$ cat src/spd_pkg.sv
package spd_pkg;

   // packet geometry
   localparam int PKT_LEN = 14;
   localparam int POS_W   = $clog2(PKT_LEN + 1);

   // framing and digit characters
   localparam logic [7:0] ASCII_ZERO = 8'h30;
   localparam logic [7:0] ASCII_NINE = 8'h39;
   localparam logic [7:0] CHAR_CR    = 8'h0d;
   localparam logic [7:0] CHAR_LF    = 8'h0a;

   // function byte codes (byte 6)
   localparam logic [7:0] FN_AMP0  = 8'h30;
   localparam logic [7:0] FN_DIODE = 8'h31;
   localparam logic [7:0] FN_HZ    = 8'h32;
   localparam logic [7:0] FN_OHM   = 8'h33;
   localparam logic [7:0] FN_COND  = 8'h35;
   localparam logic [7:0] FN_FARAD = 8'h36;
   localparam logic [7:0] FN_VOLT  = 8'h3B;
   localparam logic [7:0] FN_UA    = 8'h3D;
   localparam logic [7:0] FN_MA    = 8'h3F;

   // measurement modes
   localparam logic [3:0] MODE_INVALID = 4'd0;
   localparam logic [3:0] MODE_VOLT    = 4'd1;
   localparam logic [3:0] MODE_AMP     = 4'd2;
   localparam logic [3:0] MODE_OHM     = 4'd3;
   localparam logic [3:0] MODE_DIODE   = 4'd4;
   localparam logic [3:0] MODE_HZ      = 4'd5;
   localparam logic [3:0] MODE_FARAD   = 4'd6;
   localparam logic [3:0] MODE_COND    = 4'd7;
   localparam logic [3:0] MODE_DUTY    = 4'd8;

   // kind codes
   localparam logic [1:0] POWER_NONE = 2'd1;
   localparam logic [1:0] POWER_AC   = 2'd2;
   localparam logic [1:0] POWER_DC   = 2'd3;
   localparam logic [1:0] ERR_NONE   = 2'd1;
   localparam logic [1:0] ERR_OVER   = 2'd2;
   localparam logic [1:0] ERR_UNDER  = 2'd3;
   localparam logic [1:0] PEAK_NONE  = 2'd1;
   localparam logic [1:0] PEAK_MAX   = 2'd2;
   localparam logic [1:0] PEAK_MIN   = 2'd3;

   typedef struct packed {
      logic [PKT_LEN-1:0][7:0] pkt_bytes;
      logic                    complete;   // all fourteen bytes present
   } packet_type;

   typedef struct packed {
      logic               packet_ok;
      logic signed [17:0] mantissa;
      logic signed [4:0]  exponent;
      logic [3:0]         mode;
      logic [1:0]         power_kind;
      logic [1:0]         range_error;
      logic [1:0]         peak_kind;
      logic               battery_low;
      logic               relative_on;
      logic               hold_on;
      logic               auto_range;
   } result_type;

   // range tables; amps has three, diode and conductance none
   typedef enum logic [3:0] {
      TAB_NONE, TAB_DUTY, TAB_HZ, TAB_AMP0, TAB_OHM,
      TAB_FARAD, TAB_VOLT, TAB_UA, TAB_MA
   } exp_tab_type;

   typedef struct packed {
      logic              ok;
      logic signed [4:0] value;
   } exp_type;

   function automatic exp_type range_exp(exp_tab_type tab, logic [7:0] code);
      logic [7:0]        idx;
      logic signed [4:0] sidx;
      exp_type           r;
      idx    = code - ASCII_ZERO;
      sidx   = $signed(idx[4:0]);
      r.ok    = 1'b0;
      r.value = '0;
      if (tab == TAB_NONE) begin
         r.ok = 1'b1;
      end else if (code >= ASCII_ZERO) begin
         unique case (tab)
            TAB_DUTY: begin
               r.ok = (idx == 8'd0);  r.value = -5'sd1;
            end
            TAB_HZ: begin
               // index two is a hole in the table
               r.ok    = (idx < 8'd8) && (idx != 8'd2);
               r.value = (idx < 8'd2) ? sidx - 5'sd2 : sidx - 5'sd3;
            end
            TAB_AMP0: begin
               r.ok = (idx == 8'd0);  r.value = -5'sd3;
            end
            TAB_OHM: begin
               r.ok = (idx < 8'd7);  r.value = sidx - 5'sd2;
            end
            TAB_FARAD: begin
               r.ok = (idx < 8'd8);  r.value = sidx - 5'sd12;
            end
            TAB_VOLT: begin
               r.ok    = (idx < 8'd5);
               r.value = (idx == 8'd4) ? -5'sd5 : sidx - 5'sd4;
            end
            TAB_UA: begin
               r.ok = (idx < 8'd2);  r.value = sidx - 5'sd8;
            end
            TAB_MA: begin
               r.ok = (idx < 8'd2);  r.value = sidx - 5'sd6;
            end
            default: begin
               r.ok = 1'b0;  r.value = '0;
            end
         endcase
      end
      return r;
   endfunction

endpackage

$ cat src/spd_front.sv
module spd_front (
   input  logic                clock,
   input  logic                reset,
   input  logic                push,
   output logic                full,
   input  logic [7:0]          req_rx_byte,
   input  logic                req_last_byte,
   input  logic                fifo_full,
   output logic                fifo_push,
   output spd_pkg::packet_type fifo_pkt
);
   import spd_pkg::*;

   logic [POS_W-1:0]   pos_ff, pos_in;
   logic [7:0]         store_ff [PKT_LEN];
   logic               accept;

   assign full      = fifo_full;
   assign accept    = push && !fifo_full;
   assign fifo_push = accept && req_last_byte;

   // merge the word arriving now into the captured packet
   always_comb begin
      for (int i = 0; i < PKT_LEN; i++) begin
         fifo_pkt.pkt_bytes[i] = (pos_ff == POS_W'(i)) ? req_rx_byte : store_ff[i];
      end
      fifo_pkt.complete = (pos_ff >= POS_W'(PKT_LEN - 1));
   end

   always_comb begin
      pos_in = pos_ff;
      if (accept) begin
         if (req_last_byte) begin
            pos_in = '0;
         end else if (pos_ff < POS_W'(PKT_LEN)) begin
            pos_in = pos_ff + POS_W'(1);
         end
      end
   end

   always_ff @(posedge clock) begin
      if (reset) begin
         pos_ff <= '0;
      end else begin
         pos_ff <= pos_in;
      end
   end

   always_ff @(posedge clock) begin
      if (accept && pos_ff < POS_W'(PKT_LEN)) begin
         store_ff[pos_ff] <= req_rx_byte;
      end
   end

   a_pos_range: assert property (@(posedge clock) disable iff (reset)
      pos_ff <= POS_W'(PKT_LEN))
      else $error("byte position past packet length");

endmodule

$ cat src/spd_pkt_fifo.sv
module spd_pkt_fifo (
   input  logic                clock,
   input  logic                reset,
   input  logic                wr_push,
   input  spd_pkg::packet_type wr_pkt,
   output logic                wr_full,
   input  logic                rd_pop,
   output spd_pkg::packet_type rd_pkt,
   output logic                rd_empty
);
   import spd_pkg::*;

   packet_type  mem_ff [2];
   logic        wr_ptr_ff, rd_ptr_ff;
   logic [1:0]  cnt_ff, cnt_in;
   logic        do_push, do_pop;

   assign wr_full  = (cnt_ff == 2'd2);
   assign rd_empty = (cnt_ff == 2'd0);
   assign rd_pkt   = mem_ff[rd_ptr_ff];
   assign do_push  = wr_push && !wr_full;
   assign do_pop   = rd_pop && !rd_empty;

   always_comb begin
      cnt_in = cnt_ff;
      if (do_push && !do_pop) cnt_in = cnt_ff + 2'd1;
      if (!do_push && do_pop) cnt_in = cnt_ff - 2'd1;
   end

   always_ff @(posedge clock) begin
      if (reset) begin
         wr_ptr_ff <= 1'b0;
         rd_ptr_ff <= 1'b0;
         cnt_ff    <= '0;
      end else begin
         if (do_push) wr_ptr_ff <= !wr_ptr_ff;
         if (do_pop)  rd_ptr_ff <= !rd_ptr_ff;
         cnt_ff <= cnt_in;
      end
   end

   always_ff @(posedge clock) begin
      if (do_push) mem_ff[wr_ptr_ff] <= wr_pkt;
   end

   a_no_overflow: assert property (@(posedge clock) disable iff (reset)
      wr_push |-> !wr_full)
      else $error("packet pushed into full queue");

   a_cnt_range: assert property (@(posedge clock) disable iff (reset)
      cnt_ff != 2'd3)
      else $error("packet queue count out of range");

endmodule

$ cat src/spd_back.sv
module spd_back (
   input  logic                clock,
   input  logic                reset,
   input  spd_pkg::packet_type pkt,
   input  logic                pkt_empty,
   output logic                pkt_pop,
   output logic                empty,
   input  logic                pop,
   output spd_pkg::result_type rsp
);
   import spd_pkg::*;

   result_type  held_ff, held_in;
   result_type  oq_ff [2];
   logic        oq_wr_ff, oq_rd_ff;
   logic [1:0]  oq_cnt_ff, oq_cnt_in;
   logic        oq_push, oq_pop;

   logic [PKT_LEN-1:0][7:0] p;
   logic               hdr_ok, digits_ok, fn_ok, decode_ok;
   logic [3:0]         dig [5];
   logic [16:0]        magnitude;
   logic signed [17:0] mant;
   logic [3:0]         mode;
   exp_tab_type        tab;
   exp_type            ex;
   result_type         entry;

   assign p = pkt.pkt_bytes;

   always_comb begin
      hdr_ok    = (p[0][5:4] == 2'b11) && (p[12] == CHAR_CR) && (p[13] == CHAR_LF);
      digits_ok = 1'b1;
      for (int i = 0; i < 5; i++) begin
         digits_ok = digits_ok && (p[i+1] >= ASCII_ZERO) && (p[i+1] <= ASCII_NINE);
         dig[i]    = p[i+1][3:0];
      end
      magnitude = 17'(dig[0]) * 17'd10000 + 17'(dig[1]) * 17'd1000
                + 17'(dig[2]) * 17'd100 + 17'(dig[3]) * 17'd10 + 17'(dig[4]);
      mant = p[7][2] ? -$signed({1'b0, magnitude}) : $signed({1'b0, magnitude});
   end

   // mode: duty flag, then frequency flag, then function byte
   always_comb begin
      fn_ok = 1'b1;
      mode  = MODE_INVALID;
      tab   = TAB_NONE;
      if (p[7][3]) begin
         mode = MODE_DUTY;  tab = TAB_DUTY;
      end else if (p[10][0]) begin
         mode = MODE_HZ;    tab = TAB_HZ;
      end else begin
         unique case (p[6])
            FN_AMP0:  begin mode = MODE_AMP;   tab = TAB_AMP0;  end
            FN_DIODE: begin mode = MODE_DIODE; tab = TAB_NONE;  end
            FN_HZ:    begin mode = MODE_HZ;    tab = TAB_HZ;    end
            FN_OHM:   begin mode = MODE_OHM;   tab = TAB_OHM;   end
            FN_COND:  begin mode = MODE_COND;  tab = TAB_NONE;  end
            FN_FARAD: begin mode = MODE_FARAD; tab = TAB_FARAD; end
            FN_VOLT:  begin mode = MODE_VOLT;  tab = TAB_VOLT;  end
            FN_UA:    begin mode = MODE_AMP;   tab = TAB_UA;    end
            FN_MA:    begin mode = MODE_AMP;   tab = TAB_MA;    end
            default:  begin fn_ok = 1'b0; end
         endcase
      end
      ex = range_exp(tab, p[0]);
      decode_ok = pkt.complete && hdr_ok && digits_ok && fn_ok && ex.ok;
   end

   always_comb begin
      entry = held_ff;
      if (decode_ok) begin
         entry.mantissa    = mant;
         entry.exponent    = ex.value;
         entry.mode        = mode;
         entry.power_kind  = p[10][3] ? POWER_DC : (p[10][2] ? POWER_AC : POWER_NONE);
         entry.range_error = p[7][0]  ? ERR_OVER : (p[9][3]  ? ERR_UNDER : ERR_NONE);
         entry.peak_kind   = p[9][2]  ? PEAK_MAX : (p[9][1]  ? PEAK_MIN : PEAK_NONE);
         entry.battery_low = p[7][1];
         entry.relative_on = p[8][1];
         entry.hold_on     = p[11][1];
         entry.auto_range  = p[10][1];
      end
      entry.packet_ok = decode_ok;
   end

   assign oq_push = !pkt_empty && (oq_cnt_ff != 2'd2);
   assign pkt_pop = oq_push;
   assign empty   = (oq_cnt_ff == 2'd0);
   assign oq_pop  = pop && !empty;
   assign rsp     = oq_ff[oq_rd_ff];

   always_comb begin
      held_in = held_ff;
      if (oq_push && decode_ok) held_in = entry;
      oq_cnt_in = oq_cnt_ff;
      if (oq_push && !oq_pop) oq_cnt_in = oq_cnt_ff + 2'd1;
      if (!oq_push && oq_pop) oq_cnt_in = oq_cnt_ff - 2'd1;
   end

   always_ff @(posedge clock) begin
      if (reset) begin
         held_ff   <= '0;
         oq_wr_ff  <= 1'b0;
         oq_rd_ff  <= 1'b0;
         oq_cnt_ff <= '0;
      end else begin
         held_ff   <= held_in;
         oq_cnt_ff <= oq_cnt_in;
         if (oq_push) oq_wr_ff <= !oq_wr_ff;
         if (oq_pop)  oq_rd_ff <= !oq_rd_ff;
      end
   end

   always_ff @(posedge clock) begin
      if (oq_push) oq_ff[oq_wr_ff] <= entry;
   end

   a_ok_has_mode: assert property (@(posedge clock) disable iff (reset)
      (oq_push && decode_ok) |-> (mode != MODE_INVALID))
      else $error("good packet decoded without a mode");

   a_ok_exp_range: assert property (@(posedge clock) disable iff (reset)
      (oq_push && decode_ok) |-> (ex.value >= -5'sd12 && ex.value <= 5'sd4))
      else $error("decoded exponent out of range");

   a_oq_cnt: assert property (@(posedge clock) disable iff (reset)
      oq_cnt_ff != 2'd3)
      else $error("result queue count out of range");

endmodule

$ cat src/dmm_serial_packet_decoder_top.sv
// Path: words -> packet queue -> decode -> result queue -> rsp_ ports.
// Throughput: one word per cycle while full is low; one packet decode per
//   cycle in the back end while the result queue has room.
// Reset: synchronous, active high; clears the byte position, both queues and
//   the held reading (all kinds and the mode read as invalid, flags clear).
module dmm_serial_packet_decoder_top (
   input  logic               clock,
   input  logic               reset,
   // byte words in
   input  logic               push,
   output logic               full,
   input  logic [7:0]         req_rx_byte,
   input  logic               req_last_byte,
   // decoded results out
   output logic               empty,
   input  logic               pop,
   output logic               rsp_packet_ok,
   output logic signed [17:0] rsp_mantissa,
   output logic signed [4:0]  rsp_exponent,
   output logic [3:0]         rsp_mode,
   output logic [1:0]         rsp_power_kind,
   output logic [1:0]         rsp_range_error,
   output logic [1:0]         rsp_peak_kind,
   output logic               rsp_battery_low,
   output logic               rsp_relative_on,
   output logic               rsp_hold_on,
   output logic               rsp_auto_range
);
   import spd_pkg::*;

   // Front end collects bytes; the packet that closes on a marked word is
   // handed to a two-entry packet queue so the decoder can stall alone.
   logic        fq_push, fq_full, fq_empty, fq_pop;
   packet_type  fq_wr_pkt, fq_rd_pkt;
   result_type  rsp;

   spd_front u_front (
      .clock         (clock),
      .reset         (reset),
      .push          (push),
      .full          (full),
      .req_rx_byte   (req_rx_byte),
      .req_last_byte (req_last_byte),
      .fifo_full     (fq_full),
      .fifo_push     (fq_push),
      .fifo_pkt      (fq_wr_pkt)
   );

   spd_pkt_fifo u_pkt_fifo (
      .clock    (clock),
      .reset    (reset),
      .wr_push  (fq_push),
      .wr_pkt   (fq_wr_pkt),
      .wr_full  (fq_full),
      .rd_pop   (fq_pop),
      .rd_pkt   (fq_rd_pkt),
      .rd_empty (fq_empty)
   );

   // Back end: header, trailer, digit and range checks, mode priority,
   // held reading update, then a two-entry result queue.
   spd_back u_back (
      .clock     (clock),
      .reset     (reset),
      .pkt       (fq_rd_pkt),
      .pkt_empty (fq_empty),
      .pkt_pop   (fq_pop),
      .empty     (empty),
      .pop       (pop),
      .rsp       (rsp)
   );

   assign rsp_packet_ok   = rsp.packet_ok;
   assign rsp_mantissa    = rsp.mantissa;
   assign rsp_exponent    = rsp.exponent;
   assign rsp_mode        = rsp.mode;
   assign rsp_power_kind  = rsp.power_kind;
   assign rsp_range_error = rsp.range_error;
   assign rsp_peak_kind   = rsp.peak_kind;
   assign rsp_battery_low = rsp.battery_low;
   assign rsp_relative_on = rsp.relative_on;
   assign rsp_hold_on     = rsp.hold_on;
   assign rsp_auto_range  = rsp.auto_range;

endmodule

$ cat config.mk
export PLATFORM = sky130hd
export DESIGN_NAME = dmm_serial_packet_decoder_top
export DESIGN_NICKNAME = d
export VERILOG_FILES = /design/src/spd_pkg.sv /design/src/spd_front.sv /design/src/spd_pkt_fifo.sv /design/src/spd_back.sv /design/src/dmm_serial_packet_decoder_top.sv
export SDC_FILE = /design/constraint.sdc
export NUM_CORES = 1
export LEC_CHECK = 0
export BUFFER_PORTS_ARGS = -buffer_cell sky130_fd_sc_hd__clkbuf_2
export CORE_ASPECT_RATIO = 1.75
export CORE_MARGIN = 1
export CORE_UTILIZATION = 51
export CTS_CLUSTER_SIZE = 20
export DETAILED_ROUTE_END_ITERATION = 6
export GPL_ROUTABILITY_DRIVEN = 0
export PLACE_DENSITY = 0.78
export SYNTH_ARGS = -nofsm -noshare
export SYNTH_HDL_FRONTEND = slang
export SYNTH_HIERARCHICAL = 1
export SYNTH_SLANG_ARGS = --single-unit
$ cat constraint.sdc
create_clock -name clock -period 12 [get_ports clock]
set_input_delay 2.4 -clock clock [delete_from_list [all_inputs] [get_ports clock]]
set_output_delay 2.4 -clock clock [all_outputs]
set_load 0.005 [all_outputs]
=== Word-level counts from Yosys, hierarchy flattened ===
Memories as Yosys holds them, arrays and structs flattened. A register that Yosys moved wholly into a read port is not among the register bits.
Cells that the tools add are included.

* Multiplexer cells: 53
* Reductions and logical operators: 50
* Order comparisons: 17
* Equal/unequal tests: 37
* Add/subtract/negate cells: 17
* $mul: 4

{| class="wikitable"
|+ Operator list
! cell !! number
|-
| two-way mux 8 bit || 14
|-
| == test 8 x 6 -> 1 bit (second input constant) || 9
|-
| >= comparator 8 x 6 -> 1 bit (second input constant) || 6
|-
| one-hot mux 6 bit (8 select lines) || 1
|-
| <= comparator 8 x 6 -> 1 bit (second input constant) || 5
|-
| two-way mux 37 bit || 1
|-
| == test 4 x 3 -> 1 bit (second input constant) || 8
|-
| == test 4 bit (second input constant) || 7
|-
| logical AND 1 bit || 28
|-
| one-hot mux 4 bit (7 select lines) || 1
|-
| two-way mux 4 bit || 6
|-
| one-hot mux 3 bit (7 select lines) || 1
|-
| two-way mux 2 bit || 10
|-
| two-way mux 18 bit || 1
|-
| negation 17 -> 18 bit || 1
|-
| adder 17 x 11 -> 17 bit || 1
|-
| adder 17 x 14 -> 17 bit || 1
|-
| adder 17 x 4 -> 17 bit || 1
|-
| adder 17 x 8 -> 17 bit || 1
|-
| == test 4 x 2 -> 1 bit (second input constant) || 4
|-
| == test 8 x 4 -> 1 bit (second input constant) || 2
|-
| < comparator 8 x 3 -> 1 bit (second input constant) || 2
|-
| two-way mux 5 bit || 3
|-
| two-way mux 1 bit || 14
|-
| 29 further kinds || 50
|}

* Memory bits (writable): 414
* Logic and storage cells: 198
* Memories: 3
* Register bits: 49

{| class="wikitable"
|+ Memories
! name !! depth !! bits a word !! rd ports !! clocked after Yosys merged registers in !! write ports !! line !! source
|-
| u_pkt_fifo.mem_ff || 2 || 113 || 1 || 1 || 1 || spd_pkt_fifo.sv:13 || <nowiki>packet_type mem_ff [2];</nowiki>
|-
| u_front.store_ff || 14 || 8 || 14 || 0 || 1 || spd_front.sv:15 || <nowiki>logic [7:0] store_ff [PKT_LEN];</nowiki>
|-
| u_back.oq_ff || 2 || 38 || 1 || 1 || 1 || spd_back.sv:14 || <nowiki>result_type oq_ff [2];</nowiki>
|}

=== Depth between registers and ports, before layout ===
* Word-level depth: 14
* Mapped depth: 26
* Mapped depth without buffers: 24

=== By module ===
Netlist, hierarchy kept.

{| class="wikitable"
|+ Modules (own cells, without submodules)
! module !! times used !! area each (um^2) !! cells each !! sequential area each (um^2)
|-
| spd_back || 1 || 9191.3 || 931 || 3123.0
|-
| spd_pkt_fifo || 1 || 8393.0 || 378 || 6886.6
|-
| spd_front || 1 || 5162.5 || 303 || 3443.3
|}

=== Least setup slack after synthesis ===
Ideal clock, no wire load.

* Kind: flip-flop to flip-flop
* From: reg (tool-made name)
* To: mem u_back/oq_ff[0][35] (netlist name) (data pin)
* Library setup time: 0.262 ns
* Path slack: 5.495 ns
* Buffers on the path: 2
* Stages on the path, launching flop included: 24
* Period minus slack after synthesis: 6.505 ns
* Arrival time: 6.242 ns
* Cells stage by stage: dfxtp_1 clkbuf_1 buf_2 mux2_2 fa_1 inv_1 fa_1 inv_1 ha_1 nor2b_1 o21ai_0 nand2b_1 xnor2_1 fa_1 ha_1 ha_1 a211o_1 a211o_1 a41oi_2 nor4bb_1 or3_1 o41ai_4 xnor2_1 mux2_2

{| class="wikitable"
|+ RTL lines
! element !! line
|-
| end, declared || spd_back.sv:14
|}

==> flow_summary.toml <==
[run_status]
status = "finished, final reports clean"

[clock_tree]
cts_hold_buf = 0
post-cts-setup-buffers = 0
cts_root_buf = "clkbuf_16"
cts_tree = "built"
clock-sinks = 384
cts_buffer_depth = 3
path_clk_slew_ns = 0.07
worst_skew_pair.late_latency_ns = 0.55
cts_resized = 0
numCtsBuffers = 34
h-tree-depth = 2

[setup_path]
r2r_cells = 21
path_cells = "mux2_2 -> fa_1 -> inv_1 -> fa_1 -> inv_1 -> ha_1 -> nor2b_1 -> o21ai_0 -> nand2b_1 -> xnor2_1 -> fa_1 -> ha_1 -> ha_1 -> a211o_1 -> a211o_1 -> a41oi_2 -> nor4bb_1 -> or3_1 -> o41ai_4 -> xnor2_1 -> mux2_2"
slowest_stage = "dfxtp_4"
worstSetupPathType = "register to register"
worstPathRequired_ns = 12.28
timing.critical_path.to_type = "register"
critPathMaxStageDelay_ns = 0.77
cp-start-kind = "register"
critical_path_arrival_ns = 7.28
path_max_fanout = 47

[timing]
fmax_mhz = 143.0
period_share_pct = 58.29
timing.final.crit_period_ns = 6.995
slew_headroom_pct = 20.14
slew_viol_final = 0
setup_ws_ns = 5.005
setup_viol = 0
finalHoldViolations = 0
max_slew.worst_pin.slew_ns = 1.198
rsz0062_at_grt = "false"
fin_skew_ns = 0.03843
finalSetupTns_ns = 0

[layout]
nets = 1654
drive_above_1_share_pct = 24.87
n_antenna_cell = 0
layoutNonFillerInstCount = 2016
postLayoutCellArea_um2 = 21460
area_growth_pct = 8.902

[floorplan]
start_util_pct = 52.04
die_area_um2 = 39460
coreArea_um2 = 37870
ios = 53
die_h_um = 262.0
rows = 94
die_w_um = 150.6

[synthesis]
syn_area_per_cell_um2 = 13.34
yosysWarningCount = 6
synth_nets = 1620
syn_inst = 1477
synthesis.area_um2 = 19710

[placement]
dpl_cell_area_um2 = 20270
dp_hpwl_um = 26360
place_inst = 1955
portBuffers = 52
post-place-ws_ns = 4.980

[detailed_routing]
vias = 11600
dr.pass1.iters = 6
drtIter0Drc = 585
finalWirelength_um = 38390
via_per_inst = 5.754
drc = 0
ant_nets = 0
wl_per_cell_um = 19.04

[pwr]
totalPowerFinal_uw = 6011
max-vdd-ir-drop_uv = 415.0
power_density_nw_per_um2 = 280.1
p_leak_uw = 0.007742

[grt]
grt_pass1_wl_um = 60690
grt_pass1_vias = 11930
antenna_found_initial = 1
grt_overflow = 0
grt_max_degree = 87
grt_usage_pct = 19.75

[min_path]
hold_path_depth = 2
hp-class = "register to register"

[job]
cap_violations = 0
-- where the power goes --
group | switching, uW | leakage, uW | total, uW | internal (uW)
combinational | 1940 | 0.00368 | 3250 | 1310
sequential | 39.6 | 0.00348 | 1600 | 1560
clock | 481 | 0.000586 | 1150 | 672
-- sequential cells by signal (all words and copies together), names as in the netlist, named ones only --
name and cells:
u_pkt_fifo/mem_ff 172, u_front/store_ff 85, u_back/oq_ff 76, u_back/held_ff 37
u_front/pos_ff 4, u_back/oq_cnt_ff 2, u_pkt_fifo/cnt_ff 2, u_back/oq_rd_ff 1
u_back/oq_wr_ff 1, u_pkt_fifo/rd_ptr_ff 1, u_pkt_fifo/wr_ptr_ff 1
-- critical path: cells and delay by family, from the launching register on --
| kind | cells | cell delay [ns] |
|---|---|---|
| AO/OA/AOI/OAI | 5 | 1.40 |
| XOR/XNOR | 2 | 0.29 |
| adder cells (fa/ha/maj) | 6 | 2.56 |
| buffers and inverters | 2 | 0.14 |
| flip-flops | 1 | 0.77 |
| multiplexers | 2 | 0.79 |
| AND/OR/NAND/NOR | 4 | 0.80 |
-- worst paths after layout --
path / to / slack (ns) / from
setup / recovery: u_back/oq_ff[1][35]$_DFFE_PP_ / 5.00 / register
hold reg to reg: u_back/held_ff[27]$_SDFFE_PP0P_ / 0.45 / u_back/held_ff[27]$_SDFFE_PP0P_
setup reg to reg: u_back/oq_ff[1][35]$_DFFE_PP_ / 5.00 / register
hold / removal: u_back/held_ff[27]$_SDFFE_PP0P_ / 0.45 / u_back/held_ff[27]$_SDFFE_PP0P_
-- layout make-up --
cell class / instances / area, um2
Clock buffer: 40 / 934.6
Sequential cell: 384 / 11020
Timing Repair Buffer: 61 / 327.8
Multi-Input combinational cell: 965 / 8069
Tap cell: 480 / 600.6
Inverter: 65 / 245.2
Fill cell: 2894 / 16410
Clock inverter: 21 / 259.0
-- layout by cell type, fill, tap and decap left out, types with 39 or more instances in the layout --
cell type and n:
edfxtp_1 333, mux2_2 206, nand2_1 126, ha_1 103
nor2_1 73, inv_1 63, clkbuf_2 52, dfxtp_1 50
a21oi_1 48, o21ai_0 39
-- per-stage QoR --
| stage | hold slack, ns | util (%) |
|---|---|---|
| finish | 0.4528 | 56.67 |
| global route | 0.4773 | 56.67 |
| CTS | 0.4524 | 56.67 |
| detailed placement | 0.4450 | 53.52 |
| global placement | 0.4376 | 53.52 |
| floorplan | 0.4321 | - |
-- metal layers --
layer,part of all wire [%],vias to the layer above,track usage (%)
met3,3.3,107,2.708
met2,52,261,36.21
met4,5.7,2,11.50
li1,-,5530,-
met5,0.034,-,0
met1,39,5700,21.48
Note: power is estimated with default switching activity, not from simulation.
